[config.mk]
export PLATFORM = sky130hd
export DESIGN_NAME = winch_quadrature_depth_sequencer_flat
export DESIGN_NICKNAME = d
export VERILOG_FILES = /design/src/sv/wqds_pkg.sv /design/src/sv/wqds_in_if.sv /design/src/sv/wqds_out_if.sv /design/src/sv/wqds_divider.sv /design/src/sv/wqds_datapath.sv /design/src/sv/wqds_ctrl.sv /design/src/sv/winch_quadrature_depth_sequencer.sv /design/src/flat_wrapper.sv
export SDC_FILE = /design/constraint.sdc
export NUM_CORES = 1
export LEC_CHECK = 0
export ABC_AREA = 1
export BUFFER_PORTS_ARGS = -buffer_cell sky130_fd_sc_hd__buf_2
export CAP_MARGIN = 20
export CORE_UTILIZATION = 32
export CTS_CLUSTER_DIAMETER = 30
export DETAILED_ROUTE_END_ITERATION = 8
export GPL_ROUTABILITY_DRIVEN = 0
export PLACE_DENSITY = 0.56
export SYNTH_ARGS = -nofsm -noshare
export SYNTH_HDL_FRONTEND = slang
export SYNTH_SLANG_ARGS = --single-unit
[constraint.sdc]
create_clock -name clk_i -period 7.45 [get_ports clk_i]
set_clock_uncertainty 0.2 [all_clocks]
set_input_delay 0 -clock clk_i [delete_from_list [all_inputs] [get_ports clk_i]]
set_output_delay 0 -clock clk_i [all_outputs]
set_load 0.01 [all_outputs]
[src/sv/wqds_pkg.sv]
package wqds_pkg;

  localparam int COUNT_BITS = 24;
  localparam int PULSE_W    = 24;
  localparam int REV_W      = 24;
  localparam int MAX_STOPS  = 10;
  localparam int STOP_W     = 4;
  localparam int NSTOP_W    = 5;
  localparam int PHASE_W    = 4;
  localparam int DEPTH_W    = 11;
  localparam int CPR_W      = 12;
  localparam int TPM_W      = 16;
  localparam int MS_W       = 16;
  localparam int WAIT_W     = 16;
  localparam int CFG_W      = 16;
  localparam int CFG_IDX_W  = 3;

  localparam int THR_W = STOP_W + 1 + TPM_W;
  localparam int CMP_W = COUNT_BITS + 8;

  localparam int DIV_DIGIT = 4;
  localparam int DIV_STEPS = (COUNT_BITS + DIV_DIGIT - 1) / DIV_DIGIT;
  localparam int DIV_W     = DIV_STEPS * DIV_DIGIT;
  localparam int DIV_CNT_W = (DIV_STEPS > 1) ? $clog2(DIV_STEPS) : 1;

  localparam int DEPTH_MIN   = 100;
  localparam int DEPTH_OFS   = 50;
  localparam int RECIP_W     = 13;
  localparam int RECIP_100   = 5243;
  localparam int RECIP_SHIFT = 19;

  localparam logic [DEPTH_W-1:0] DEPTH_RST  = DEPTH_W'(150);
  localparam logic [CPR_W-1:0]   CPR_RST    = CPR_W'(490);
  localparam logic [TPM_W-1:0]   TPM_RST    = TPM_W'(1358);
  localparam logic [MS_W-1:0]    DWELL_RST  = MS_W'(5000);
  localparam logic [MS_W-1:0]    HOME_RST   = MS_W'(1000);
  localparam logic [MS_W-1:0]    RETURN_RST = MS_W'(2000);

  localparam logic signed [1:0] QUAD_STEP [16] = '{
    2'sb00, 2'sb11, 2'sb01, 2'sb00,
    2'sb01, 2'sb00, 2'sb00, 2'sb11,
    2'sb11, 2'sb00, 2'sb00, 2'sb01,
    2'sb00, 2'sb01, 2'sb11, 2'sb00
  };

  typedef enum logic [CFG_IDX_W-1:0] {
    CFG_DEPTH_CM,
    CFG_COUNTS_PER_REV,
    CFG_TURNS_PER_METER,
    CFG_DWELL_MS,
    CFG_HOME_SETTLE_MS,
    CFG_RETURN_SETTLE_MS
  } cfg_idx_e;

  typedef enum logic [PHASE_W-1:0] {
    PH_IDLE,
    PH_HOMING,
    PH_SETTLE_HOME,
    PH_LOWERING,
    PH_DWELL,
    PH_RETURNING,
    PH_SETTLE_RETURN,
    PH_FINAL_TURN,
    PH_DONE
  } phase_e;

  typedef enum logic [2:0] {
    CS_IDLE,
    CS_COUNT,
    CS_DIV_START,
    CS_DIV_WAIT,
    CS_PHASE,
    CS_THRESHOLD,
    CS_EMIT
  } ctrl_state_e;

  typedef struct packed {
    logic hall_a;
    logic hall_b;
    logic home_switch;
    logic ms_tick;
    logic start_req;
  } in_item_t;

  typedef struct packed {
    logic                      motor_up;
    logic                      motor_down;
    logic signed [PULSE_W-1:0] pulse_count;
    logic signed [REV_W-1:0]   revolutions;
    logic [PHASE_W-1:0]        phase;
    logic [STOP_W-1:0]         reached_meter;
    logic                      rejected;
  } out_item_t;

  typedef struct packed {
    logic   latch;
    logic   count;
    logic   div_start;
    logic   thr;
    logic   wait_step;
    logic   wait_clr;
    logic   stop_clr;
    logic   stop_inc;
    logic   stop_load;
    logic   reject_set;
    logic   reject_clr;
    logic   emit;
    phase_e phase;
  } dp_cmd_t;

  typedef struct packed {
    logic home;
    logic start;
    logic wait_done;
    logic below;
    logic revs_pos;
    logic depth_ok;
    logic stops_any;
    logic stop_more;
    logic div_done;
    logic out_free;
  } dp_status_t;

endpackage

[src/sv/wqds_in_if.sv]
interface wqds_in_if;
  logic               valid;
  logic               ready;
  wqds_pkg::in_item_t data;

  modport source (output valid, output data, input ready);
  modport sink (input valid, input data, output ready);
endinterface

[src/sv/wqds_out_if.sv]
interface wqds_out_if;
  logic                valid;
  logic                ready;
  wqds_pkg::out_item_t data;

  modport source (output valid, output data, input ready);
  modport sink (input valid, input data, output ready);
endinterface

[src/sv/wqds_divider.sv]
module wqds_divider (
  input  logic                                    clk_i,
  input  logic                                    rst_ni,
  input  logic                                    start_i,
  input  logic signed [wqds_pkg::COUNT_BITS-1:0]  dividend_i,
  input  logic [wqds_pkg::CPR_W-1:0]              divisor_i,
  output logic                                    done_o,
  output logic signed [wqds_pkg::COUNT_BITS-1:0]  quotient_o
);

  logic                                   busy_q, fix_q, done_q, neg_q;
  logic [wqds_pkg::DIV_CNT_W-1:0]         cnt_q;
  logic [wqds_pkg::CPR_W-1:0]             rem_q, rem_d;
  logic [wqds_pkg::DIV_W-1:0]             shf_q, shf_d;
  logic signed [wqds_pkg::COUNT_BITS-1:0] quo_q;
  logic [wqds_pkg::COUNT_BITS-1:0]        mag;

  assign mag = dividend_i[wqds_pkg::COUNT_BITS-1] ? -dividend_i : dividend_i;

  always_comb begin
    logic [wqds_pkg::CPR_W:0]   t;
    logic [wqds_pkg::CPR_W-1:0] r;
    logic [wqds_pkg::DIV_W-1:0] s;
    r = rem_q;
    s = shf_q;
    for (int i = 0; i < wqds_pkg::DIV_DIGIT; i++) begin
      t = {r, s[wqds_pkg::DIV_W-1]};
      s = {s[wqds_pkg::DIV_W-2:0], 1'b0};
      if (t >= {1'b0, divisor_i}) begin
        t = t - {1'b0, divisor_i};
        s[0] = 1'b1;
      end
      r = t[wqds_pkg::CPR_W-1:0];
    end
    rem_d = r;
    shf_d = s;
  end

  always_ff @(posedge clk_i or negedge rst_ni) begin
    if (!rst_ni) begin
      busy_q <= 1'b0;
      fix_q  <= 1'b0;
      done_q <= 1'b0;
      cnt_q  <= '0;
    end else begin
      done_q <= fix_q;
      fix_q  <= 1'b0;
      if (start_i) begin
        busy_q <= 1'b1;
        cnt_q  <= '0;
      end else if (busy_q) begin
        cnt_q <= cnt_q + 1'b1;
        if (cnt_q == wqds_pkg::DIV_CNT_W'(wqds_pkg::DIV_STEPS - 1)) begin
          busy_q <= 1'b0;
          fix_q  <= 1'b1;
        end
      end
    end
  end

  always_ff @(posedge clk_i) begin
    if (start_i) begin
      neg_q <= dividend_i[wqds_pkg::COUNT_BITS-1];
      rem_q <= '0;
      shf_q <= wqds_pkg::DIV_W'(mag);
    end else if (busy_q) begin
      rem_q <= rem_d;
      shf_q <= shf_d;
    end
    if (fix_q) begin
      quo_q <= neg_q ? -shf_q[wqds_pkg::COUNT_BITS-1:0] : shf_q[wqds_pkg::COUNT_BITS-1:0];
    end
  end

  assign done_o     = done_q;
  assign quotient_o = quo_q;

endmodule

[src/sv/wqds_datapath.sv]
module wqds_datapath (
  input  logic                             clk_i,
  input  logic                             rst_ni,
  input  logic                             cfg_we_i,
  input  logic [wqds_pkg::CFG_IDX_W-1:0]   cfg_idx_i,
  input  logic [wqds_pkg::CFG_W-1:0]       cfg_data_i,
  input  wqds_pkg::in_item_t               in_data_i,
  output wqds_pkg::out_item_t              out_data_o,
  output logic                             out_valid_o,
  input  logic                             out_ready_i,
  input  wqds_pkg::dp_cmd_t                cmd_i,
  output wqds_pkg::dp_status_t             status_o
);

  logic [wqds_pkg::DEPTH_W-1:0] depth_q;
  logic [wqds_pkg::CPR_W-1:0]   cpr_q;
  logic [wqds_pkg::TPM_W-1:0]   tpm_q;
  logic [wqds_pkg::MS_W-1:0]    dwell_q, home_ms_q, return_ms_q;

  wqds_pkg::in_item_t                     in_q;
  logic                                   prev_a_q, prev_b_q;
  logic signed [wqds_pkg::COUNT_BITS-1:0] pulse_q, pulse_d;
  logic [wqds_pkg::STOP_W-1:0]            stop_q, stop_total_q, stop_next, stops_calc;
  logic [wqds_pkg::WAIT_W-1:0]            wait_q, wait_inc;
  logic                                   reject_q;
  logic [wqds_pkg::THR_W-1:0]             thr_q;
  wqds_pkg::out_item_t                    out_q, out_d;
  logic                                   out_valid_q;

  logic [3:0]                             quad_idx;
  logic signed [wqds_pkg::COUNT_BITS:0]   sum;
  logic signed [wqds_pkg::COUNT_BITS-1:0] base;
  logic signed [wqds_pkg::COUNT_BITS-1:0] revs;
  logic [wqds_pkg::CPR_W-1:0]             divisor;
  logic                                   div_done;
  logic signed [wqds_pkg::CMP_W-1:0]      cmp_lhs, cmp_rhs;
  logic                                   below, revs_pos;
  logic [wqds_pkg::MS_W-1:0]              limit;
  logic [wqds_pkg::DEPTH_W-1:0]           depth_ofs;
  logic [wqds_pkg::DEPTH_W+wqds_pkg::RECIP_W-1:0] depth_prod;
  logic [wqds_pkg::NSTOP_W-1:0]           nstops;

  always_ff @(posedge clk_i or negedge rst_ni) begin
    if (!rst_ni) begin
      depth_q     <= wqds_pkg::DEPTH_RST;
      cpr_q       <= wqds_pkg::CPR_RST;
      tpm_q       <= wqds_pkg::TPM_RST;
      dwell_q     <= wqds_pkg::DWELL_RST;
      home_ms_q   <= wqds_pkg::HOME_RST;
      return_ms_q <= wqds_pkg::RETURN_RST;
    end else if (cfg_we_i) begin
      case (cfg_idx_i)
        wqds_pkg::CFG_DEPTH_CM:         depth_q     <= cfg_data_i[wqds_pkg::DEPTH_W-1:0];
        wqds_pkg::CFG_COUNTS_PER_REV:   cpr_q       <= cfg_data_i[wqds_pkg::CPR_W-1:0];
        wqds_pkg::CFG_TURNS_PER_METER:  tpm_q       <= cfg_data_i[wqds_pkg::TPM_W-1:0];
        wqds_pkg::CFG_DWELL_MS:         dwell_q     <= cfg_data_i[wqds_pkg::MS_W-1:0];
        wqds_pkg::CFG_HOME_SETTLE_MS:   home_ms_q   <= cfg_data_i[wqds_pkg::MS_W-1:0];
        wqds_pkg::CFG_RETURN_SETTLE_MS: return_ms_q <= cfg_data_i[wqds_pkg::MS_W-1:0];
        default: ;
      endcase
    end
  end

  // quadrature step and saturating count
  assign quad_idx = {prev_a_q, in_q.hall_a, prev_b_q, in_q.hall_b};
  assign base     = in_q.home_switch ? '0 : pulse_q;
  assign sum      = {base[wqds_pkg::COUNT_BITS-1], base}
                  + (wqds_pkg::COUNT_BITS+1)'(wqds_pkg::QUAD_STEP[quad_idx]);

  always_comb begin
    pulse_d = sum[wqds_pkg::COUNT_BITS-1:0];
    if (sum[wqds_pkg::COUNT_BITS] != sum[wqds_pkg::COUNT_BITS-1]) begin
      pulse_d = sum[wqds_pkg::COUNT_BITS]
              ? {1'b1, {(wqds_pkg::COUNT_BITS-1){1'b0}}}
              : {1'b0, {(wqds_pkg::COUNT_BITS-1){1'b1}}};
    end
  end

  assign divisor = (cpr_q == '0) ? wqds_pkg::CPR_W'(1) : cpr_q;

  wqds_divider u_divider (
    .clk_i      (clk_i),
    .rst_ni     (rst_ni),
    .start_i    (cmd_i.div_start),
    .dividend_i (pulse_q),
    .divisor_i  (divisor),
    .done_o     (div_done),
    .quotient_o (revs)
  );

  assign cmp_lhs  = {revs, 8'd0};
  assign cmp_rhs  = wqds_pkg::CMP_W'(thr_q);
  assign below    = cmp_lhs < cmp_rhs;
  assign revs_pos = ~revs[wqds_pkg::COUNT_BITS-1] & (revs != '0);

  // waits
  assign wait_inc = (wait_q == '1) ? wait_q : wait_q + wqds_pkg::WAIT_W'(in_q.ms_tick);

  always_comb begin
    case (cmd_i.phase)
      wqds_pkg::PH_SETTLE_HOME:   limit = home_ms_q;
      wqds_pkg::PH_DWELL:         limit = dwell_q;
      wqds_pkg::PH_SETTLE_RETURN: limit = return_ms_q;
      default:                    limit = '0;
    endcase
  end

  // stop count from depth, divide by 100 through reciprocal
  assign depth_ofs  = depth_q - wqds_pkg::DEPTH_W'(wqds_pkg::DEPTH_OFS);
  assign depth_prod = (wqds_pkg::DEPTH_W+wqds_pkg::RECIP_W)'(depth_ofs)
                    * (wqds_pkg::DEPTH_W+wqds_pkg::RECIP_W)'(wqds_pkg::RECIP_100);
  assign nstops     = depth_prod[wqds_pkg::DEPTH_W+wqds_pkg::RECIP_W-1:wqds_pkg::RECIP_SHIFT];
  assign stops_calc = (nstops > wqds_pkg::NSTOP_W'(wqds_pkg::MAX_STOPS))
                    ? wqds_pkg::STOP_W'(wqds_pkg::MAX_STOPS)
                    : nstops[wqds_pkg::STOP_W-1:0];
  assign stop_next  = stop_q + 1'b1;

  always_ff @(posedge clk_i or negedge rst_ni) begin
    if (!rst_ni) begin
      prev_a_q     <= 1'b0;
      prev_b_q     <= 1'b0;
      pulse_q      <= '0;
      stop_q       <= '0;
      stop_total_q <= '0;
      wait_q       <= '0;
      reject_q     <= 1'b0;
      out_valid_q  <= 1'b0;
    end else begin
      if (cmd_i.count) begin
        prev_a_q <= in_q.hall_a;
        prev_b_q <= in_q.hall_b;
        pulse_q  <= pulse_d;
      end
      if (cmd_i.wait_clr) begin
        wait_q <= '0;
      end else if (cmd_i.wait_step) begin
        wait_q <= wait_inc;
      end
      if (cmd_i.stop_load) begin
        stop_total_q <= stops_calc;
        stop_q       <= '0;
      end else if (cmd_i.stop_clr) begin
        stop_q <= '0;
      end else if (cmd_i.stop_inc) begin
        stop_q <= stop_next;
      end
      if (cmd_i.reject_set) begin
        reject_q <= 1'b1;
      end else if (cmd_i.reject_clr) begin
        reject_q <= 1'b0;
      end
      if (cmd_i.emit) begin
        out_valid_q <= 1'b1;
      end else if (out_ready_i) begin
        out_valid_q <= 1'b0;
      end
    end
  end

  always_comb begin
    out_d               = '0;
    out_d.pulse_count   = pulse_q[wqds_pkg::PULSE_W-1:0];
    out_d.revolutions   = revs[wqds_pkg::REV_W-1:0];
    out_d.phase         = cmd_i.phase;
    out_d.rejected      = reject_q;
    case (cmd_i.phase)
      wqds_pkg::PH_HOMING,
      wqds_pkg::PH_RETURNING:  out_d.motor_up = ~in_q.home_switch;
      wqds_pkg::PH_LOWERING:   out_d.motor_down = below;
      wqds_pkg::PH_DWELL:      out_d.reached_meter = stop_next;
      wqds_pkg::PH_FINAL_TURN: out_d.motor_down = ~revs_pos;
      default: ;
    endcase
  end

  always_ff @(posedge clk_i) begin
    if (cmd_i.latch) begin
      in_q <= in_data_i;
    end
    if (cmd_i.thr) begin
      thr_q <= wqds_pkg::THR_W'({1'b0, stop_q} + 1'b1) * wqds_pkg::THR_W'(tpm_q);
    end
    if (cmd_i.emit) begin
      out_q <= out_d;
    end
  end

  assign out_data_o  = out_q;
  assign out_valid_o = out_valid_q;

  assign status_o.home      = in_q.home_switch;
  assign status_o.start     = in_q.start_req;
  assign status_o.wait_done = wait_inc >= limit;
  assign status_o.below     = below;
  assign status_o.revs_pos  = revs_pos;
  assign status_o.depth_ok  = depth_q > wqds_pkg::DEPTH_W'(wqds_pkg::DEPTH_MIN);
  assign status_o.stops_any = stop_total_q != '0;
  assign status_o.stop_more = stop_next < stop_total_q;
  assign status_o.div_done  = div_done;
  assign status_o.out_free  = ~out_valid_q | out_ready_i;

endmodule

[src/sv/wqds_ctrl.sv]
module wqds_ctrl (
  input  logic                 clk_i,
  input  logic                 rst_ni,
  input  logic                 in_valid_i,
  output logic                 in_ready_o,
  input  wqds_pkg::dp_status_t status_i,
  output wqds_pkg::dp_cmd_t    cmd_o
);

  wqds_pkg::ctrl_state_e cs_q, cs_d;
  wqds_pkg::phase_e      phase_q, phase_d;

  always_ff @(posedge clk_i or negedge rst_ni) begin
    if (!rst_ni) begin
      cs_q    <= wqds_pkg::CS_IDLE;
      phase_q <= wqds_pkg::PH_IDLE;
    end else begin
      cs_q    <= cs_d;
      phase_q <= phase_d;
    end
  end

  always_comb begin
    cs_d    = cs_q;
    phase_d = phase_q;
    case (cs_q)
      wqds_pkg::CS_IDLE:      if (in_valid_i) cs_d = wqds_pkg::CS_COUNT;
      wqds_pkg::CS_COUNT:     cs_d = wqds_pkg::CS_DIV_START;
      wqds_pkg::CS_DIV_START: cs_d = wqds_pkg::CS_DIV_WAIT;
      wqds_pkg::CS_DIV_WAIT:  if (status_i.div_done) cs_d = wqds_pkg::CS_PHASE;
      wqds_pkg::CS_PHASE: begin
        cs_d = wqds_pkg::CS_THRESHOLD;
        case (phase_q)
          wqds_pkg::PH_HOMING:
            if (status_i.home) phase_d = wqds_pkg::PH_SETTLE_HOME;
          wqds_pkg::PH_SETTLE_HOME:
            if (status_i.wait_done) begin
              phase_d = status_i.stops_any ? wqds_pkg::PH_LOWERING : wqds_pkg::PH_RETURNING;
            end
          wqds_pkg::PH_LOWERING:
            if (!status_i.below) phase_d = wqds_pkg::PH_DWELL;
          wqds_pkg::PH_DWELL:
            if (status_i.wait_done) begin
              phase_d = status_i.stop_more ? wqds_pkg::PH_LOWERING : wqds_pkg::PH_RETURNING;
            end
          wqds_pkg::PH_RETURNING:
            if (status_i.home) phase_d = wqds_pkg::PH_SETTLE_RETURN;
          wqds_pkg::PH_SETTLE_RETURN:
            if (status_i.wait_done) phase_d = wqds_pkg::PH_FINAL_TURN;
          wqds_pkg::PH_FINAL_TURN:
            if (status_i.revs_pos) phase_d = wqds_pkg::PH_DONE;
          default: begin
            phase_d = (phase_q == wqds_pkg::PH_DONE) ? wqds_pkg::PH_DONE : wqds_pkg::PH_IDLE;
            if (status_i.start) begin
              phase_d = status_i.depth_ok ? wqds_pkg::PH_HOMING : wqds_pkg::PH_IDLE;
            end
          end
        endcase
      end
      wqds_pkg::CS_THRESHOLD: cs_d = wqds_pkg::CS_EMIT;
      wqds_pkg::CS_EMIT:      if (status_i.out_free) cs_d = wqds_pkg::CS_IDLE;
      default:                cs_d = wqds_pkg::CS_IDLE;
    endcase
  end

  always_comb begin
    cmd_o       = '0;
    cmd_o.phase = phase_q;
    in_ready_o  = cs_q == wqds_pkg::CS_IDLE;
    case (cs_q)
      wqds_pkg::CS_IDLE:      cmd_o.latch = in_valid_i;
      wqds_pkg::CS_COUNT: begin
        cmd_o.count = 1'b1;
        cmd_o.thr   = 1'b1;
      end
      wqds_pkg::CS_DIV_START: cmd_o.div_start = 1'b1;
      wqds_pkg::CS_PHASE: begin
        case (phase_q)
          wqds_pkg::PH_HOMING,
          wqds_pkg::PH_RETURNING:
            cmd_o.wait_clr = status_i.home;
          wqds_pkg::PH_SETTLE_HOME: begin
            cmd_o.wait_step = 1'b1;
            cmd_o.stop_clr  = status_i.wait_done;
          end
          wqds_pkg::PH_LOWERING:
            cmd_o.wait_clr = ~status_i.below;
          wqds_pkg::PH_DWELL: begin
            cmd_o.wait_step = 1'b1;
            cmd_o.stop_inc  = status_i.wait_done;
          end
          wqds_pkg::PH_SETTLE_RETURN:
            cmd_o.wait_step = 1'b1;
          wqds_pkg::PH_FINAL_TURN: ;
          default: begin
            cmd_o.reject_set = status_i.start & ~status_i.depth_ok;
            cmd_o.reject_clr = status_i.start & status_i.depth_ok;
            cmd_o.stop_load  = status_i.start & status_i.depth_ok;
          end
        endcase
      end
      wqds_pkg::CS_THRESHOLD: cmd_o.thr = 1'b1;
      wqds_pkg::CS_EMIT:      cmd_o.emit = status_i.out_free;
      default: ;
    endcase
  end

endmodule

[src/sv/winch_quadrature_depth_sequencer.sv]
// Probe winch sequencer driven by Hall quadrature samples.
// in_i takes one sample item (hall_a, hall_b, home_switch, ms_tick,
// start_req); out_o returns one result item per sample: motor drive lines,
// pulse count, revolutions, sequence phase, meter mark and reject flag.
// Both channels move an item when valid and ready are high at a clock edge.
// Registers are written through cfg_we_i / cfg_idx_i / cfg_data_i; the user
// must write them only while the block is idle, the block does not enforce
// this. Indexes beyond the register list are ignored. A sample passes the
// count, divide, phase, threshold and emit steps in order; the signed divider
// forms revolutions at 4 quotient bits per cycle, then fixes the sign. No new
// sample is taken until the last result has entered the output register.
// A finished result waits in the output register; the next sample is
// accepted meanwhile and its result is held back until the register frees.
// Reset (rst_ni low, asynchronous) clears the count, phase and flags and
// loads the register defaults.
module winch_quadrature_depth_sequencer (
  input  logic                           clk_i,
  input  logic                           rst_ni,
  input  logic                           cfg_we_i,
  input  logic [wqds_pkg::CFG_IDX_W-1:0] cfg_idx_i,
  input  logic [wqds_pkg::CFG_W-1:0]     cfg_data_i,
  wqds_in_if.sink                        in_i,
  wqds_out_if.source                     out_o
);

  wqds_pkg::dp_cmd_t    cmd;
  wqds_pkg::dp_status_t status;

  wqds_ctrl u_ctrl (
    .clk_i      (clk_i),
    .rst_ni     (rst_ni),
    .in_valid_i (in_i.valid),
    .in_ready_o (in_i.ready),
    .status_i   (status),
    .cmd_o      (cmd)
  );

  wqds_datapath u_datapath (
    .clk_i       (clk_i),
    .rst_ni      (rst_ni),
    .cfg_we_i    (cfg_we_i),
    .cfg_idx_i   (cfg_idx_i),
    .cfg_data_i  (cfg_data_i),
    .in_data_i   (in_i.data),
    .out_data_o  (out_o.data),
    .out_valid_o (out_o.valid),
    .out_ready_i (out_o.ready),
    .cmd_i       (cmd),
    .status_o    (status)
  );

endmodule

[src/flat_wrapper.sv]
// flat-port wrapper written by rule: the top's interface ports become plain ports
module winch_quadrature_depth_sequencer_flat 
  (clk_i, rst_ni, cfg_we_i, cfg_idx_i, cfg_data_i, in_i_valid, in_i_data, in_i_ready, out_o_valid, out_o_data, out_o_ready);
  wqds_in_if in_i_i ();
  wqds_out_if out_o_i ();
  input  logic clk_i;
  input  logic rst_ni;
  input  logic cfg_we_i;
  input  logic [wqds_pkg::CFG_IDX_W-1:0] cfg_idx_i;
  input  logic [wqds_pkg::CFG_W-1:0] cfg_data_i;
  input wire logic [$bits(in_i_i.valid)-1:0] in_i_valid;
  input wire logic [$bits(in_i_i.data)-1:0] in_i_data;
  output wire logic [$bits(in_i_i.ready)-1:0] in_i_ready;
  output wire logic [$bits(out_o_i.valid)-1:0] out_o_valid;
  output wire logic [$bits(out_o_i.data)-1:0] out_o_data;
  input wire logic [$bits(out_o_i.ready)-1:0] out_o_ready;
  assign in_i_i.valid = in_i_valid;
  assign in_i_i.data = in_i_data;
  assign in_i_ready = in_i_i.ready;
  assign out_o_valid = out_o_i.valid;
  assign out_o_data = out_o_i.data;
  assign out_o_i.ready = out_o_ready;
  winch_quadrature_depth_sequencer u_core (.clk_i(clk_i), .rst_ni(rst_ni), .cfg_we_i(cfg_we_i), .cfg_idx_i(cfg_idx_i), .cfg_data_i(cfg_data_i), .in_i(in_i_i), .out_o(out_o_i));
endmodule
# [After elaboration in Yosys (flattened, before gate mapping)]
# Memories as Yosys holds them, arrays and structs flattened.
# Index checks and enable logic that the tools add are counted.
[totals] rom_bits=32 elab_cells=194 output_inout_bits=61 memories=1 reg_bits=298 input_bits=29
[op_classes] mux=67 n_reduce_logical=22 bitwise_logic=11 n_mul=2 order_cmp=10 n_addsub=12 eq_ne=32
[memory_table] memory="(name not given)" depth=16 word_bits=2 read_ports=1 rd_clocked_by_memory_dff=0 write_ports=0 line="wqds_datapath.sv:68" rtl="+ (wqds_pkg::COUNT_BITS+1)'(wqds_pkg::QUAD_STEP[quad_idx]);"
[ops] operator="$mux 24" count=7
[ops] operator="$mux 12" count=5
[ops] operator="$ge 13x12->1" count=4
[ops] operator="$mux 4" count=13
[ops] operator="$mux 16" count=3
[ops] operator="$neg 24->24" count=2
[ops] operator="$pmux 16 s3" count=1
[ops] operator="$sub 12x12->12" count=4
[ops] operator="$lt 32x22->1" count=1
[ops] operator="$pmux 4 s7" count=1
[ops] operator="$add 24x2->25" count=1
[ops] operator="$mul 11x13->24 const B" count=1
[ops] operator="$mux 3" count=8
[ops] operator="$reduce_bool 24->1" count=1
[ops] operator="$mux 1" count=23
[ops] operator="$mul 5x16->21" count=1
[ops] operator="$pmux 3 s7" count=1
[ops] operator="$ne 2x2->1 const B" count=10
[ops] operator="$eq 3x3->1 const B" count=6
[ops] operator="$add 16x1->16" count=1
[ops] operator="$eq 16x16->1 const B" count=1
[ops] operator="$eq 4x3->1 const B" count=4
[ops] operator="$ge 16x16->1" count=1
[ops] operator="$eq 3x2->1 const B" count=4
[ops] operator="31 further kinds" count=52

# [Depth between registers and ports, before layout]
[logic_depth] word_depth=12 ltp_mapped=52 mapped_depth_nobuf=47

# [Cells and area by module]
# A second synthesis with hierarchy kept.
[unflattened] cells_unflattened=2965 area_unflattened_um2=23706.5
[modules_own_cells] module="wqds_datapath" area_per_inst_um2=16545.9 instances=1 cells_per_inst=1952 seq_area_each_um2=6072.1
[modules_own_cells] module="wqds_divider" area_per_inst_um2=6424.9 instances=1 cells_per_inst=894 seq_area_each_um2=1861.8
[modules_own_cells] module="wqds_ctrl" area_per_inst_um2=735.7 instances=1 cells_per_inst=119 seq_area_each_um2=175.2

# [Least setup slack after synthesis]
# OpenSTA, ideal clock, no wires.
[synth_timing] path_type="register -> register" start="register u_core.u_datapath.cpr_q[2] (netlist name)" end="register u_core.u_datapath.u_divider.shf_q[0] (netlist name), data pin" period_less_slack_ns=7.155 required_time_ns=6.983 setup_ns=0.267 arrival_ns=6.688 path_slack_ns=0.295 path_buffers=3 stages_incl_launch_ff=45 path_cell_list="dfrtp_1 -> nor4_1 -> a41o_1 -> ha_1 -> inv_1 -> fa_1 -> nand3_1 -> nand3_1 -> nand2_1 -> a21oi_1 -> nand3b_1 -> o21ai_0 -> inv_1 -> ha_1 -> nand2_1 -> a21oi_1 -> nor2_1 -> nand4_1 -> [... 9 more ...] -> inv_1 -> nand4_1 -> buf_2 -> nand2_1 -> nand2_1 -> inv_1 -> ha_1 -> a21oi_1 -> o21ai_0 -> nand2_1 -> nand3_1 -> a21oi_1 -> o21bai_1 -> a21oi_1 -> nand2_4 -> buf_6 -> nand2_1 -> o21ai_0"
[synth_via] elab_chain_cells=12 elab_cells_between_ends=15 classes_between="add/sub: 3; order compare: 4; mux: 7; reduce/logical: 1"
[synth_rtl] element="from (decl)" line="wqds_datapath.sv:16" rtl="logic [wqds_pkg::CPR_W-1:0] cpr_q;"
[synth_rtl] element="from (signal assigned)" line="wqds_datapath.sv:46" rtl="cpr_q <= wqds_pkg::CPR_RST;"
[synth_rtl] element="from (signal assigned)" line="wqds_datapath.sv:54" rtl="wqds_pkg::CFG_COUNTS_PER_REV: cpr_q <= cfg_data_i[wqds_pkg::CPR_W-1:0];"
[synth_rtl] element="$logic_not 12->1" line="wqds_datapath.sv:79" rtl="assign divisor = (cpr_q == '0) ? wqds_pkg::CPR_W'(1) : cpr_q;"
[synth_rtl] element="$mux 12 *" line="wqds_datapath.sv:79"
[synth_rtl] element="$sub 12x12->12 / $ge 13x12->1 (equally long branches)" line="wqds_divider.sv:30, wqds_divider.sv:29"
[synth_rtl] element="$mux 12" line="wqds_divider.sv:29" rtl="if (t >= {1'b0, divisor_i}) begin"
[synth_rtl] element="$sub 12x12->12 / $ge 13x12->1 (equally long branches)" line="wqds_divider.sv:30, wqds_divider.sv:29"
[synth_rtl] element="$mux 12" line="wqds_divider.sv:29"
[synth_rtl] element="$sub 12x12->12 / $ge 13x12->1 (equally long branches)" line="wqds_divider.sv:30, wqds_divider.sv:29"
[synth_rtl] element="$mux 12" line="wqds_divider.sv:29"
[synth_rtl] element="$ge 13x12->1 *" line="wqds_divider.sv:29"
[synth_rtl] element="$mux 1 *" line="wqds_divider.sv:29"
[synth_rtl] element="$mux 24 *" line="wqds_divider.sv:66" rtl="end else if (busy_q) begin"
[synth_rtl] element="$mux 24 *" line="wqds_divider.sv:62" rtl="if (start_i) begin"
[synth_rtl] element="to (signal assigned)" line="wqds_divider.sv:65" rtl="shf_q <= wqds_pkg::DIV_W'(mag);"
[synth_rtl] element="to (decl)" line="wqds_divider.sv:14" rtl="logic [wqds_pkg::DIV_W-1:0] shf_q, shf_d;"
# Every way passes the cells marked *; elsewhere a longest branch is shown, timed or not. The select of a mux whose other input is x is not followed.
# A chain may end at the register's enable or synchronous reset.

# [Final worst setup path]
[layout_timing] start="register u_core.u_datapath.cpr_q[1] (netlist name)" end="register u_core.u_datapath.u_divider.rem_q[7] (netlist name)"
[layout_via] elab_chain_cells=10 elab_cells_between_ends=14 classes_between="add/sub: 4; order compare: 4; mux: 5; reduce/logical: 1"
[layout_rtl] element="$logic_not 12->1" line="wqds_datapath.sv:79"
[layout_rtl] element="$mux 12 *" line="wqds_datapath.sv:79"
[layout_rtl] element="$sub 12x12->12 / $ge 13x12->1 (equally long branches)" line="wqds_divider.sv:30, wqds_divider.sv:29"
[layout_rtl] element="$mux 12" line="wqds_divider.sv:29"
[layout_rtl] element="$sub 12x12->12 / $ge 13x12->1 (equally long branches)" line="wqds_divider.sv:30, wqds_divider.sv:29"
[layout_rtl] element="$mux 12" line="wqds_divider.sv:29"
[layout_rtl] element="$sub 12x12->12 / $ge 13x12->1 (equally long branches)" line="wqds_divider.sv:30, wqds_divider.sv:29"
[layout_rtl] element="$mux 12" line="wqds_divider.sv:29"
[layout_rtl] element="$sub 12x12->12 / $ge 13x12->1 (equally long branches)" line="wqds_divider.sv:30, wqds_divider.sv:29"
[layout_rtl] element="$mux 12 *" line="wqds_divider.sv:29"
[layout_rtl] element="to (signal assigned)" line="wqds_divider.sv:67" rtl="rem_q <= rem_d;"
[layout_rtl] element="to (decl)" line="wqds_divider.sv:13" rtl="logic [wqds_pkg::CPR_W-1:0] rem_q, rem_d;"
# Every way passes the cells marked *; elsewhere a longest branch is shown, timed or not.

==> metrics.txt <==
area post-placement 0.0248 sq mm; vias per cell 4.80; wire per inst 16.0 um; via count 19000; core area 0.0703 sq mm; first-pass iteration count of the detailed router 5; Yosys cell types 58; Async S/R FF share, synth 51.0%; PortBufs 89; worst slew pin tran about 1.1 ns; outcome finished, final reports clean; IO Pins 90; Antenna Nets Post-Route 0; Max Buffers Root-to-Sink 3; Setup-failing EPs final 0; Crit path top cell by count nand2_1; most common cell in the netlist nand2_1; CTS tree done; Crit path required time between 7 and 8 ns; final hold viol count 0; clk_lat worst skew 0.61 ns; setup total negative slack 0 ns; CTS sink count 298; Hold WS 0.0581 ns; max_slew headroom slightly below 30%; first-pass GRT wire length 99800 um; crit path buf inv count 9; area of the die 0.0723 sq mm; Synth Area in Compound Gates 11.3%; vias in the first global route 18700; Remaining Overflow, GRT 0; die width ~270 um; max-slew violations 0; share of layout cells above drive strength 1 around 14%; Syn Std Cell Area 0.0228 sq mm; Worst Path Arrival 7.42 ns; Tmin final 7.12 ns; CP max stage delay 0.52 ns; H-tree levels 3; Max-cap violations 0; Synth Register Bits 298; achievable frequency 0.141 GHz; slowest CP cell dfstp_2; Commonest cells post-synth 597 x nand2_1, 426 x inv_1, 222 x ha_1; xor/xnor cell area share of the yosys netlist 5.57%; sequential-to-total area share from yosys stat 35.6%; Post-synth EDFFs 134; Mapped Cells 2729; worst-path maximum fanout 10; Syn Nets between 3000 and 4000; WL final 63300 um; crit path launch type flop; 1st-iter DRT viols ~1200; initial antenna violation count 3; CTS root buf clkbuf_16; Main synth FF type edfxtp_1; DP HPWL 48200 um; Synth top area share ~18%; TritonCTS Buffers 67; synthesis-to-layout area growth 22.9%; clock-pin transition on the worst setup and hold timing paths 0.05 ns; Synth area leader edfxtp_1; std cell rows 97; HP Class in -> reg; top post-synthesis cells by area edfxtp_1 18%, dfrtp_1 13%, ha_1 12%; adder-cell share of the synthesized area 19.9%; Synth Area per Inst 8.35 sq um; largest net degree at the start of global routing between 70 and 80; post-synthesis mux area share 0%; Initial Util roughly 32%; diodes inserted 0; Final Cycle Share 95.5%; Worst setup EP type flop; Setup CP Type reg -> reg; GRT Total Usage 17.7%; Ys Warns 0; nets 3301; # DRC 0; main combinational cell family by area after synthesis adder cells; cell area after layout 0.0280 sq mm; Worst path top cell family by delay simple AND/OR/NAND/NOR gates; Simple-Gate Fraction of Synth Area 19.3%; Die Ht 269 um
==> sequential cells by signal, summed over array words and instances, names as in the netlist, 21 cells and up <==
name and count:
u_core.u_datapath.u_divider.shf_q 24, u_core.u_datapath.out_data_o 59, u_core.u_datapath.u_divider.quotient_o 24, u_core.u_datapath.pulse_q 24, u_core.u_datapath.thr_q 21
==> worst paths after layout <==
path,startpoint,to,slack (ns),depth (start not counted)
worst max-delay path,u_core.u_datapath.cpr_q[1]$_DFFE_PN1P_,u_core.u_datapath.u_divider.rem_q[7]$_SDFFE_PP0P_,0.33,43
worst min-delay path,in_i_valid,u_core.u_ctrl.cs_q[1]$_DFFE_PN0P_,0.06,4
worst min register to register,u_core.u_datapath.pulse_q[18]$_DFFE_PN0P_,u_core.u_datapath.out_data_o[51]$_DFFE_PP_,0.25,0
min in group asynchronous,rst_ni,u_core.u_datapath.dwell_q[7]$_DFFE_PN1P_,0.51,3
worst max register to register,u_core.u_datapath.cpr_q[1]$_DFFE_PN1P_,u_core.u_datapath.u_divider.rem_q[7]$_SDFFE_PP0P_,0.33,43
max in group asynchronous,rst_ni,u_core.u_datapath.pulse_q[18]$_DFFE_PN0P_,5.75,4
==> repair_timing <==
action / CTS / global route
hold endpoints to repair: 215 / 16
pin swaps: 0 / 18
gates resized for setup: 3 / 63
gates cloned: 0 / 4
hold buffers: 42 / 1
endpoints found under the setup margin: 13 / 13
buffers inserted: 0 / 7
==> stage by stage <==
| stage | cells | utilization [%] | worst slack (ns) |
|---|---|---|---|
| final | 3956 | 39.8 | 0.334 |
| after global placement | 3777 | 35.2 | 0.0686 |
| after global routing | 3956 | 39.8 | -0.0639 |
| after floorplan | 2729 | - | 0.295 |
| after detailed placement | 3778 | 35.2 | -0.0991 |
| after CTS | 3943 | 39.2 | 0.00704 |
==> cells in the final DEF (no fill, tap or decap), types with 110 or more instances in the layout <==
master    count
xor2_1      110
nand2_1     593
nand3_1     134
o21ai_0     189
dfrtp_1     119
edfxtp_1    134
a21oi_1     123
inv_1       423
ha_1        205
nor2_1      183
==> area by class of cell <==
type,count,area [sq um]
inverter,433,1630
multi-input combinational,1941,13100
clock inverter,42,564
sequential,298,8110
timing repair buffer,221,1600
fill,7063,42300
tap,940,1180
clock buffer,81,1780
==> tightest hold or removal path, cell delays in order <==
cell and delay (ns):
dlygate4sd3_1 0.52, buf_2 0.11, nor2_1 0.07, a31oi_1 0.13
==> cells by family after synthesis <==
family,Yosys count
XOR/XNOR,145
flip-flops,298
AND/OR/NAND/NOR,1039
buffers and inverters,492
AO/OA/AOI/OAI,445
adder cells (fa/ha/maj),310
==> per-layer routing <==
metal	wire, um	part of all wire, %	vias to the layer above	global-route usage [%]
met5	0	0	-	0
met1	29100	46	8961	23.9
li1	-	-	9465	-
met3	3450	5.4	95	3.12
met2	29200	46	449	28.7
met4	1570	2.5	0	5.42
Power is not shown: default switching activity piles up to over one toggle a cycle in this logic, so the estimate is an artifact.
